`config.mk`:
```
export PLATFORM = sky130hd
export DESIGN_NAME = dose_dispense_sequencer_flat
export DESIGN_NICKNAME = d
export VERILOG_FILES = /design/src/rtl/dds_pkg.sv /design/src/rtl/dds_if.sv /design/src/rtl/dds_step.sv /design/src/rtl/dose_dispense_sequencer.sv /design/src/flat_wrapper.sv
export SDC_FILE = /design/constraint.sdc
export NUM_CORES = 1
export LEC_CHECK = 0
export ABC_AREA = 1
export BUFFER_PORTS_ARGS = -buffer_cell sky130_fd_sc_hd__buf_2
export CAP_MARGIN = 0
export CORE_MARGIN = 2
export CORE_UTILIZATION = 40
export CTS_BUF_LIST = sky130_fd_sc_hd__clkbuf_16
export CTS_CLUSTER_DIAMETER = 40
export DETAILED_ROUTE_END_ITERATION = 12
export PLACE_DENSITY = 0.58
export SLEW_MARGIN = 25
export SYNTH_ARGS = -nofsm -noshare
export SYNTH_HDL_FRONTEND = slang
export SYNTH_SLANG_ARGS = --single-unit
```
`constraint.sdc`:
```
create_clock -name clk -period 3.9 [get_ports clk]
set_clock_uncertainty 0.2 [all_clocks]
set_input_delay 0.39 -clock clk [delete_from_list [all_inputs] [get_ports clk]]
set_output_delay 0.39 -clock clk [all_outputs]
set_load 0.02 [all_outputs]
```
`src/rtl/dds_pkg.sv`:
```
package dds_pkg;

	localparam int CFG_IDX_W  = 3;
	localparam int CFG_DATA_W = 32;

	localparam logic [CFG_IDX_W-1:0] CFG_REMIND_INTERVAL = 3'd0;
	localparam logic [CFG_IDX_W-1:0] CFG_MAX_REMINDERS   = 3'd1;
	localparam logic [CFG_IDX_W-1:0] CFG_TAKE_WAIT       = 3'd2;
	localparam logic [CFG_IDX_W-1:0] CFG_OPEN_DELAY      = 3'd3;
	localparam logic [CFG_IDX_W-1:0] CFG_DISPENSE_DELAY  = 3'd4;
	localparam logic [CFG_IDX_W-1:0] CFG_CLOSE_DELAY     = 3'd5;

	localparam logic [31:0] RST_REMIND_INTERVAL = 32'd300000;
	localparam logic [7:0]  RST_MAX_REMINDERS   = 8'd3;
	localparam logic [31:0] RST_TAKE_WAIT       = 32'd30000;
	localparam logic [15:0] RST_OPEN_DELAY      = 16'd1000;
	localparam logic [15:0] RST_DISPENSE_DELAY  = 16'd1500;
	localparam logic [15:0] RST_CLOSE_DELAY     = 16'd1000;

	localparam logic OP_POLL    = 1'b0;
	localparam logic OP_TRIGGER = 1'b1;

	localparam logic [1:0] ACT_NONE     = 2'd0;
	localparam logic [1:0] ACT_OPEN     = 2'd1;
	localparam logic [1:0] ACT_DISPENSE = 2'd2;
	localparam logic [1:0] ACT_CLOSE    = 2'd3;

	localparam logic [1:0] NOTIFY_NONE   = 2'd0;
	localparam logic [1:0] NOTIFY_REMIND = 2'd1;
	localparam logic [1:0] NOTIFY_MISSED = 2'd2;

	localparam logic [1:0] LOG_NONE      = 2'd0;
	localparam logic [1:0] LOG_DISPENSED = 2'd1;
	localparam logic [1:0] LOG_MISSED    = 2'd2;

	typedef enum logic [2:0] {
		PH_IDLE   = 3'd0,
		PH_REMIND = 3'd1,
		PH_WAIT   = 3'd2,
		PH_OPEN   = 3'd3,
		PH_DISP   = 3'd4,
		PH_TAKE   = 3'd5,
		PH_CLOSE  = 3'd6,
		PH_DONE   = 3'd7
	} phase_t;

	typedef struct packed {
		logic        operation;
		logic [31:0] now_ms;
		logic        schedule_pending;
		logic        user_present;
		logic [7:0]  module_number;
	} poll_item_t;

	typedef struct packed {
		logic [2:0] current_phase;
		logic       trigger_accepted;
		logic [1:0] dispenser_command;
		logic [7:0] command_module;
		logic       buzz_start;
		logic [1:0] notify_kind;
		logic [1:0] log_outcome;
		logic       dose_handled;
		logic [7:0] reminder_number;
	} result_item_t;

	typedef struct packed {
		logic [31:0] remind_period_ms;
		logic [7:0]  max_reminders;
		logic [31:0] take_wait_ms;
		logic [15:0] open_delay_ms;
		logic [15:0] dispense_delay_ms;
		logic [15:0] close_delay_ms;
	} cfg_t;

	typedef struct packed {
		phase_t      phase;
		logic [31:0] phase_start;
		logic [31:0] last_remind;
		logic [7:0]  reminders_given;
		logic [7:0]  active_module;
		logic        cmd_issued;
	} seq_state_t;

endpackage

```
`src/rtl/dds_if.sv`:
```
interface dds_in_if;
	import dds_pkg::*;

	logic       valid;
	logic       ready;
	poll_item_t item;

	modport source (output valid, output item, input ready);
	modport sink (input valid, input item, output ready);
endinterface

interface dds_out_if;
	import dds_pkg::*;

	logic         valid;
	logic         ready;
	result_item_t item;

	modport source (output valid, output item, input ready);
	modport sink (input valid, input item, output ready);
	modport mon (input valid, input item, input ready);
endinterface

```
`src/rtl/dds_step.sv`:
```
module dds_step (
	input  dds_pkg::seq_state_t   st,
	input  dds_pkg::cfg_t         cfg,
	input  dds_pkg::poll_item_t   item,
	output dds_pkg::seq_state_t   nxt,
	output dds_pkg::result_item_t res
);
	import dds_pkg::*;

	logic [31:0] elapsed;
	logic [31:0] since_remind;
	logic [8:0]  remind_cnt;

	assign elapsed      = item.now_ms - st.phase_start;
	assign since_remind = item.now_ms - st.last_remind;
	assign remind_cnt   = {1'b0, st.reminders_given} + 9'd1;

	always_comb begin
		nxt = st;
		res = '0;
		if (item.operation == OP_TRIGGER) begin
			if (st.phase == PH_IDLE) begin
				nxt.active_module    = item.module_number;
				nxt.phase            = PH_REMIND;
				nxt.phase_start      = item.now_ms;
				nxt.cmd_issued       = 1'b0;
				res.trigger_accepted = 1'b1;
			end
		end else begin
			unique case (st.phase)
				PH_IDLE: begin
					if (item.schedule_pending) begin
						nxt.active_module = item.module_number;
						nxt.phase         = PH_REMIND;
						nxt.phase_start   = item.now_ms;
						nxt.cmd_issued    = 1'b0;
					end
				end
				PH_REMIND: begin
					res.buzz_start      = 1'b1;
					res.notify_kind     = NOTIFY_REMIND;
					nxt.reminders_given = 8'd1;
					nxt.last_remind     = item.now_ms;
					nxt.phase           = PH_WAIT;
					nxt.phase_start     = item.now_ms;
					nxt.cmd_issued      = 1'b0;
				end
				PH_WAIT: begin
					if (item.user_present) begin
						nxt.phase       = PH_OPEN;
						nxt.phase_start = item.now_ms;
						nxt.cmd_issued  = 1'b0;
					end else if (since_remind >= cfg.remind_period_ms) begin
						nxt.reminders_given = remind_cnt[8] ? 8'hff : remind_cnt[7:0];
						if (remind_cnt > {1'b0, cfg.max_reminders}) begin
							res.log_outcome  = LOG_MISSED;
							res.notify_kind  = NOTIFY_MISSED;
							res.dose_handled = 1'b1;
							nxt.phase        = PH_IDLE;
							nxt.phase_start  = item.now_ms;
							nxt.cmd_issued   = 1'b0;
						end else begin
							res.buzz_start  = 1'b1;
							nxt.last_remind = item.now_ms;
						end
					end
				end
				PH_OPEN: begin
					if (!st.cmd_issued) begin
						res.dispenser_command = ACT_OPEN;
						nxt.cmd_issued        = 1'b1;
					end
					if (elapsed >= {16'd0, cfg.open_delay_ms}) begin
						nxt.phase       = PH_DISP;
						nxt.phase_start = item.now_ms;
						nxt.cmd_issued  = 1'b0;
					end
				end
				PH_DISP: begin
					if (!st.cmd_issued) begin
						res.dispenser_command = ACT_DISPENSE;
						nxt.cmd_issued        = 1'b1;
					end
					if (elapsed >= {16'd0, cfg.dispense_delay_ms}) begin
						nxt.phase       = PH_TAKE;
						nxt.phase_start = item.now_ms;
						nxt.cmd_issued  = 1'b0;
					end
				end
				PH_TAKE: begin
					if (elapsed >= cfg.take_wait_ms) begin
						nxt.phase       = PH_CLOSE;
						nxt.phase_start = item.now_ms;
						nxt.cmd_issued  = 1'b0;
					end
				end
				PH_CLOSE: begin
					if (!st.cmd_issued) begin
						res.dispenser_command = ACT_CLOSE;
						nxt.cmd_issued        = 1'b1;
					end
					if (elapsed >= {16'd0, cfg.close_delay_ms}) begin
						nxt.phase       = PH_DONE;
						nxt.phase_start = item.now_ms;
						nxt.cmd_issued  = 1'b0;
					end
				end
				PH_DONE: begin
					res.log_outcome  = LOG_DISPENSED;
					res.dose_handled = 1'b1;
					nxt.phase        = PH_IDLE;
					nxt.phase_start  = item.now_ms;
					nxt.cmd_issued   = 1'b0;
				end
			endcase
		end
		res.current_phase   = nxt.phase;
		res.command_module  = nxt.active_module;
		res.reminder_number = nxt.reminders_given;
	end

endmodule

```
`src/rtl/dose_dispense_sequencer.sv`:
```
// Dose dispense sequencer: steps a dose through reminder, waiting, hatch
// opening, dispensing, taking, hatch closing and completion.
// Channels: poll (sink) takes one item per poll or forced trigger; result
// (source) gives exactly one result item for every accepted poll item.
// Both are valid/ready; an item moves at a clock edge with both high.
// Configuration: cfg_we writes cfg_data into register cfg_index (0..5) at
// a rising edge; other indexes are ignored. Write only while idle.
// Path: an accepted item is held in an input register, then evaluated
// combinationally against the sequencer state and written into the result
// register when that register is empty or its item is being taken.
// Throughput: one item per cycle while result ready is high; the state update
// is a wrapping 32-bit subtract-and-compare plus next-phase selection.
// Stall: while result is held, the input register keeps its item and poll
// ready drops only when both registers are full; nothing is lost.
// Reset (arst_n low): phase idle, times, counts and module cleared, the
// configuration back to its defaults, both registers empty.
module dose_dispense_sequencer (
	input  logic                              clk,
	input  logic                              arst_n,
	dds_in_if.sink                            poll,
	dds_out_if.source                         result,
	input  logic                              cfg_we,
	input  logic [dds_pkg::CFG_IDX_W-1:0]     cfg_index,
	input  logic [dds_pkg::CFG_DATA_W-1:0]    cfg_data
);
	import dds_pkg::*;

	cfg_t         cfg_q;
	seq_state_t   state_q;
	seq_state_t   state_nxt;
	poll_item_t   poll_s1;
	logic         vld_s1;
	result_item_t res_s2;
	result_item_t res_nxt;
	logic         vld_s2;
	logic         advance;

	assign advance    = vld_s1 && (!vld_s2 || result.ready);
	assign poll.ready = !vld_s1 || advance;

	assign result.valid = vld_s2;
	assign result.item  = res_s2;

	dds_step u_step (
		.st   (state_q),
		.cfg  (cfg_q),
		.item (poll_s1),
		.nxt  (state_nxt),
		.res  (res_nxt)
	);

	always_ff @(posedge clk or negedge arst_n) begin
		if (!arst_n) begin
			cfg_q.remind_period_ms  <= RST_REMIND_INTERVAL;
			cfg_q.max_reminders     <= RST_MAX_REMINDERS;
			cfg_q.take_wait_ms      <= RST_TAKE_WAIT;
			cfg_q.open_delay_ms     <= RST_OPEN_DELAY;
			cfg_q.dispense_delay_ms <= RST_DISPENSE_DELAY;
			cfg_q.close_delay_ms    <= RST_CLOSE_DELAY;
		end else if (cfg_we) begin
			unique case (cfg_index)
				CFG_REMIND_INTERVAL: cfg_q.remind_period_ms  <= cfg_data;
				CFG_MAX_REMINDERS:   cfg_q.max_reminders     <= cfg_data[7:0];
				CFG_TAKE_WAIT:       cfg_q.take_wait_ms      <= cfg_data;
				CFG_OPEN_DELAY:      cfg_q.open_delay_ms     <= cfg_data[15:0];
				CFG_DISPENSE_DELAY:  cfg_q.dispense_delay_ms <= cfg_data[15:0];
				CFG_CLOSE_DELAY:     cfg_q.close_delay_ms    <= cfg_data[15:0];
				default: ;
			endcase
		end
	end

	always_ff @(posedge clk or negedge arst_n) begin
		if (!arst_n) begin
			state_q <= '{phase: PH_IDLE, default: '0};
			vld_s1  <= 1'b0;
			vld_s2  <= 1'b0;
		end else begin
			if (poll.ready) begin
				vld_s1 <= poll.valid;
			end
			if (advance) begin
				state_q <= state_nxt;
				vld_s2  <= 1'b1;
			end else if (result.ready) begin
				vld_s2 <= 1'b0;
			end
		end
	end

	always_ff @(posedge clk) begin
		if (poll.ready && poll.valid) begin
			poll_s1 <= poll.item;
		end
		if (advance) begin
			res_s2 <= res_nxt;
		end
	end

endmodule

```
`src/flat_wrapper.sv`:
```
// flat-port wrapper written by rule: the top's interface ports become plain ports
module dose_dispense_sequencer_flat import dds_pkg::*;
  (clk, arst_n, cfg_we, cfg_index, cfg_data, poll_valid, poll_item, poll_ready, result_valid, result_item, result_ready);
  dds_in_if poll_i ();
  dds_out_if result_i ();
  input  logic clk;
  input  logic arst_n;
  input  logic cfg_we;
  input  logic [dds_pkg::CFG_IDX_W-1:0] cfg_index;
  input  logic [dds_pkg::CFG_DATA_W-1:0] cfg_data;
  input wire logic [$bits(poll_i.valid)-1:0] poll_valid;
  input wire logic [$bits(poll_i.item)-1:0] poll_item;
  output wire logic [$bits(poll_i.ready)-1:0] poll_ready;
  output wire logic [$bits(result_i.valid)-1:0] result_valid;
  output wire logic [$bits(result_i.item)-1:0] result_item;
  input wire logic [$bits(result_i.ready)-1:0] result_ready;
  assign poll_i.valid = poll_valid;
  assign poll_i.item = poll_item;
  assign poll_ready = poll_i.ready;
  assign result_valid = result_i.valid;
  assign result_item = result_i.item;
  assign result_i.ready = result_ready;
  dose_dispense_sequencer u_core (.clk(clk), .arst_n(arst_n), .poll(poll_i), .result(result_i), .cfg_we(cfg_we), .cfg_index(cfg_index), .cfg_data(cfg_data));
endmodule
```
# --- Yosys cells after proc, flatten, opt, wreduce, memory -nomap -nowiden ---
# Cells that the tools add are included.
totals:
  ff_bits: 277
  elab_cells: 122
  output_inout_bits: 30
  in_bits: 83
classes:
  n_lt_le_gt_ge: 6
  bitwise_logic: 1
  addsub: 3
  n_eq_ne: 23
  muxes: 41
  n_reduce_logical: 20
op_table:
  columns: ["cell", "n"]
  rows:
  - ["$mux 35", 9]
  - ["$pmux 35 s8", 1]
  - ["$ge 32x16->1", 3]
  - ["$pmux 40 s2", 1]
  - ["$mux 75", 1]
  - ["$ge 32x32->1", 2]
  - ["$sub 32x32->32", 2]
  - ["$mux 40", 1]
  - ["$mux 32", 1]
  - ["$mux 9", 3]
  - ["$mux 8", 3]
  - ["$eq 3x3->1 const B", 6]
  - ["$eq 3x2->1 const B", 4]
  - ["$mux 1", 12]
  - ["$mux 6", 2]
  - ["$ne 3x2->1 const B", 4]
  - ["$pmux 3 s2", 2]
  - ["$reduce_and 2->1", 6]
  - ["$reduce_and 6->1", 2]
  - ["$add 8x1->9 const B", 1]
  - ["$gt 9x8->1", 1]
  - ["$reduce_and 9->1", 1]
  - ["$ne 2x2->1 const B", 4]
  - ["$ne 4x2->1 const B", 2]
  - ["13 further kinds", 20]

# --- Depth between registers and ports, before layout ---
logic_depth:
  word_depth: 7
  depth_mapped: 29
  mapped_depth_nobuf: 29

# --- Modules after synthesis ---
# From an unflattened synthesis, not the netlist that was laid out.
unflattened:
  hier_cells: 3650
  hier_area_um2: 23871.6
by_module_without_submodules:
  columns: ["mod", "n_inst", "area_each_um2", "cells_per_inst"]
  rows:
  - ["dds_step", 1, 13640.6, 2674]
  - ["dose_dispense_sequencer", 1, 10231.1, 976]

# --- Worst setup path after synthesis ---
# Ideal clock, no wire load.
synth_timing:
  path_type: "reg-to-reg"
  start: "reg u_core.poll_s1[10] (netlist bit)"
  end: "reg u_core.res_s2, in the netlist u_core.result.item[1] (data pin)"
  arrival_ps: 3832
  required_ps: 3428
  path_stages_with_launch: 25
  setup_ps: 272
  path_slack_ps: -404
  cell_sequence: "edfxtp_1 -> inv_1 -> ha_1 -> inv_1 -> fa_1 -> nand3_1 -> nand2_1 -> nand4_1 -> nand3_1 -> nand2_1 -> o211ai_1 -> a31oi_1 -> o21ai_0 -> xor2_1 -> ha_1 -> nand2_1 -> nor2_1 -> nand2_1 -> nor4_1 -> nand4_1 -> nand4_1 -> nand2_1 -> clkbuf_1 -> o31ai_1 -> o21ai_0"
synth_lines:
  columns: ["item", "line_no", "rtl"]
  rows:
  - ["start: declaration", "dose_dispense_sequencer.sv:31", "poll_item_t poll_s1;"]
  - ["start signal: assignment", "dose_dispense_sequencer.sv:93", "poll_s1 <= poll.item;"]
  - ["end signal: assignment", "dose_dispense_sequencer.sv:96", "res_s2 <= res_nxt;"]
  - ["end: declaration", "dose_dispense_sequencer.sv:33", "result_item_t res_s2;"]

# --- Final worst setup path ---
layout_timing:
  start: "reg u_core.poll_s1[15] (netlist bit)"
  end: "reg u_core.state_q[49] (netlist bit)"
layout_via:
  elab_chain_len: 4
  elab_cells_between_ends: 13
  classes_between: "2 x add/sub; 5 x order compare; 5 x eq/ne; 1 x reduce/logical"
layout_lines:
  columns: ["item", "line_no", "rtl"]
  rows:
  - ["$sub 32x32->32 (on tied branches)", "dds_step.sv:15, dds_step.sv:14", null]
  - ["$ge 32x32->1 (tied with other cells)", "dds_step.sv:53", "end else if (since_remind >= cfg.remind_period_ms) begin"]
  - ["$ne 4x2->1 (no line) / $ne 3x2->1 (equally long branches)", null, null]
  - ["$reduce_and 9->1 (no line) *", null, null]
  - ["end signal: assignment", "dose_dispense_sequencer.sv:83", "state_q <= state_nxt;"]
  - ["end: declaration", "dose_dispense_sequencer.sv:29", "seq_state_t state_q;"]
# Mark *: on every way between the ends. The rest lies on a longest branch, timed or not.
# A chain may end at the register's enable or synchronous reset.

==> flow_metrics.tcl <==
set metrics [dict create \
    synth_area_um2 17900 \
    final_cell_count_no_fill 3427 \
    use_met2_pct 38.5 \
    path_max_fanout 13 \
    crit_type "reg2reg" \
    avgSynthCellArea_um2 7.84 \
    vdd_drop_max_mv 0.354 \
    rsz0062_at_grt "true" \
    grt.met1_usage_pct 31.2 \
    p_per_area_nw_per_um2 884 \
    worst_slack_ns -0.763 \
    drt_iter0_markers 957 \
    htreeDepth 2 \
    fmax_ghz 0.214 \
    synth_edf_count 71 \
    clkLatencyLatePin_ns 0.60 \
    synth-main-ff-cell "dfrtp_1" \
    slew_headroom_pct 37.4 \
    antenna_cells 0 \
    cts_tree "yes" \
    nNetsFinal 3058 \
    yosysWarnings 0 \
    row_count 77 \
    fin_crit_sh_pct 120 \
    clock_sinks 277 \
    avgViaCountPerCell 4.86 \
    worstPathRequired_ns 4.16 \
    cp_slowest_cell "edfxtp_1" \
    routedWlPerCell_um 15.9 \
    grt_overflow 0 \
    grt_start_max_net_pins 89 \
    io_pins 113 \
    drc 0 \
    synth_seq_area_share_pct 41.0 \
    end_kind "flip-flop" \
    clk_pin_slew_ns 0.05 \
    gp_congestion 0.924 \
    area_growth_pct 44.6 \
    leakage_nw 13.0 \
    first_pass_iters 5 \
    cts_buffer_depth 3 \
    post-route-min-period_ns 4.66 \
    arrival_ns 4.92 \
    cpPeakStageDelay_ns 0.43 \
    core_um2 44100 \
    async_flop_share_pct 74.4 \
    worst_pin_slew_ns 0.937 \
    outcome "finished, violations left" \
    grt_pass1_wl_mm 85.7 \
    final_common_cell "nand2_1" \
    die_h_um 215 \
    numCtsBuffers 54 \
    failed_checks "setup timing" \
    dpl.hpwl_mm 39.0 \
    fp.dieW_um 215 \
    grt_use_met3_pct 3.10 \
    synth_nets 2546 \
    syn_inst 2278 \
    cts_root_buf "clkbuf_16" \
    fillCellCount 3960 \
    die_area_um2 46400 \
    min_path_type "in2reg" \
    io_buffers 112 \
    gr-max-usage-layer "met2" \
    place_inst 3207 \
    start_kind "flip-flop" \
    ys_seq_elements 277 \
    initial_utilization_pct 40.5 \
    finalPower_mw 22.9 \
    final_max_slew_viol_count 0 \
    antenna_found_initial 0 \
    routed_wirelength_mm 54.4 \
    grt_pass1_vias 16500 \
    final_cell_mix "nand2_1, inv_1, buf_4" \
    setup_viol 90 \
    grt_util_all_layers_pct 23.1 \
    ant_nets 0 \
    vias 16600 \
    synthDistinctLibCells 50 \
    layout-drive-gt1-share_pct 30.7 \
    max-cap-violations 0 \
    final-hold-violation-count 0 \
]
Yosys cell counts (36+ instances only):
master | instances | area, um2
a21oi_1 | 115 | 576
clkbuf_1 | 37 | 139
dfrtp_1 | 170 | 4250
dfstp_2 | 36 | 946
edfxtp_1 | 71 | 2130
ha_1 | 183 | 2290
inv_1 | 390 | 1460
nand2_1 | 646 | 2420
nand3_1 | 119 | 596
nor2_1 | 103 | 387
o21ai_0 | 166 | 831
xor2_1 | 40 | 350
path summary, 6_finish.rpt:
path,from,end,slack (ns),cells after the start
max,u_core.poll_s1[15]$_DFFE_PP_,u_core.state_q[49]$_DFFE_PN0P_,-0.76,30
max in group asynchronous,arst_n,u_core.cfg_q[96]$_DFFE_PN1P_,2.38,3
min,cfg_data[5],u_core.cfg_q[85]$_DFFE_PN0P_,0.02,3
min reg2reg,u_core.state_q[8]$_DFFE_PN0P_,u_core.state_q[8]$_DFFE_PN0P_,0.28,2
min in group asynchronous,arst_n,u_core.cfg_q[21]$_DFFE_PN0P_,0.23,2
max reg2reg,u_core.poll_s1[15]$_DFFE_PP_,u_core.state_q[49]$_DFFE_PN0P_,-0.76,30
final cells by class:
type	count	area (um2)	share of cell area [%]
multi-input combinational	1550	10300	39.7
sequential	277	7330	28.4
timing repair buffer	506	4110	15.9
inverter	401	1510	5.84
clock buffer	55	1380	5.33
tap	592	741	2.87
clock inverter	46	517	2.00
per-stage QoR:
step / util (%) / setup WS [ns] / hold WS, ns / cell area (um2) / setup TNS, ns
final: 58.6 / -0.763 / 0.0191 / 25800 / -59.98
after global routing: 58.6 / -1.00 / 0.0498 / 25800 / -82.45
after CTS: 56.2 / -0.646 / 0.0104 / 24800 / -48.58
after detailed placement: 48.3 / -0.886 / 0.258 / 21300 / -71.25
after global placement: 48.3 / -0.759 / 0.253 / 21300 / -59.46
after floorplan: - / -0.231 / -0.106 / 18100 / -11.88
cells by family after synthesis:
| group | count (synthesis) | synth area share, % |
|---|---|---|
| AO/OA/AOI/OAI | 337 | 10.3 |
| XOR/XNOR | 51 | 2.50 |
| adder cells (fa/ha/maj) | 185 | 13.0 |
| buffers and inverters | 451 | 9.80 |
| flip-flops | 277 | 41.0 |
| multiplexers | 8 | 0.504 |
| AND/OR/NAND/NOR | 969 | 22.9 |
critical path: cells and delay by family, from the launching register on:
| family | cells | cell delay (ns) |
|---|---|---|
| AO/OA/AOI/OAI | 5 | 0.98 |
| XOR/XNOR | 1 | 0.16 |
| adder cells (fa/ha/maj) | 2 | 0.56 |
| buffers and inverters | 4 | 0.61 |
| flip-flops | 1 | 0.43 |
| AND/OR/NAND/NOR | 18 | 1.58 |
repair_timing:
action                                  4_1_cts  5_1_grt
setup buffers                                17       30
pin swaps                                    26       62
resized for setup                           141      180
hold buffers                                 72        0
endpoints found under the hold margin       173        0
endpoints found under the setup margin       91       91
gates cloned                                  3        5
metal layers:
metal | routed length (um) | up-vias | part of all wire (%)
met1 | 24800 | 7900 | 46
li1 | - | 8354 | -
met5 | 0 | - | 0
met3 | 2270 | 80 | 4.2
met4 | 1360 | 0 | 2.5
met2 | 26000 | 315 | 48
sequential cells by signal, summed over array words and instances (netlist names):
signal	cells
u_core.poll_s1	43
u_core.result.valid	1
u_core.vld_s1	1
u_core.cfg_q	120
u_core.state_q	84
u_core.result.item	28
where the power goes:
| group | switching (mW) | leakage [nW] | total (mW) | internal (mW) |
|---|---|---|---|---|
| logic | 7.43 | 8.81 | 13.7 | 6.27 |
| clock network | 1.67 | 0.949 | 4.81 | 3.13 |
| registers | 0.490 | 3.21 | 4.34 | 3.85 |
| total | 9.60 | 13.0 | 22.9 | 13.3 |
No activity file was read; power rests on OpenSTA's default activity.
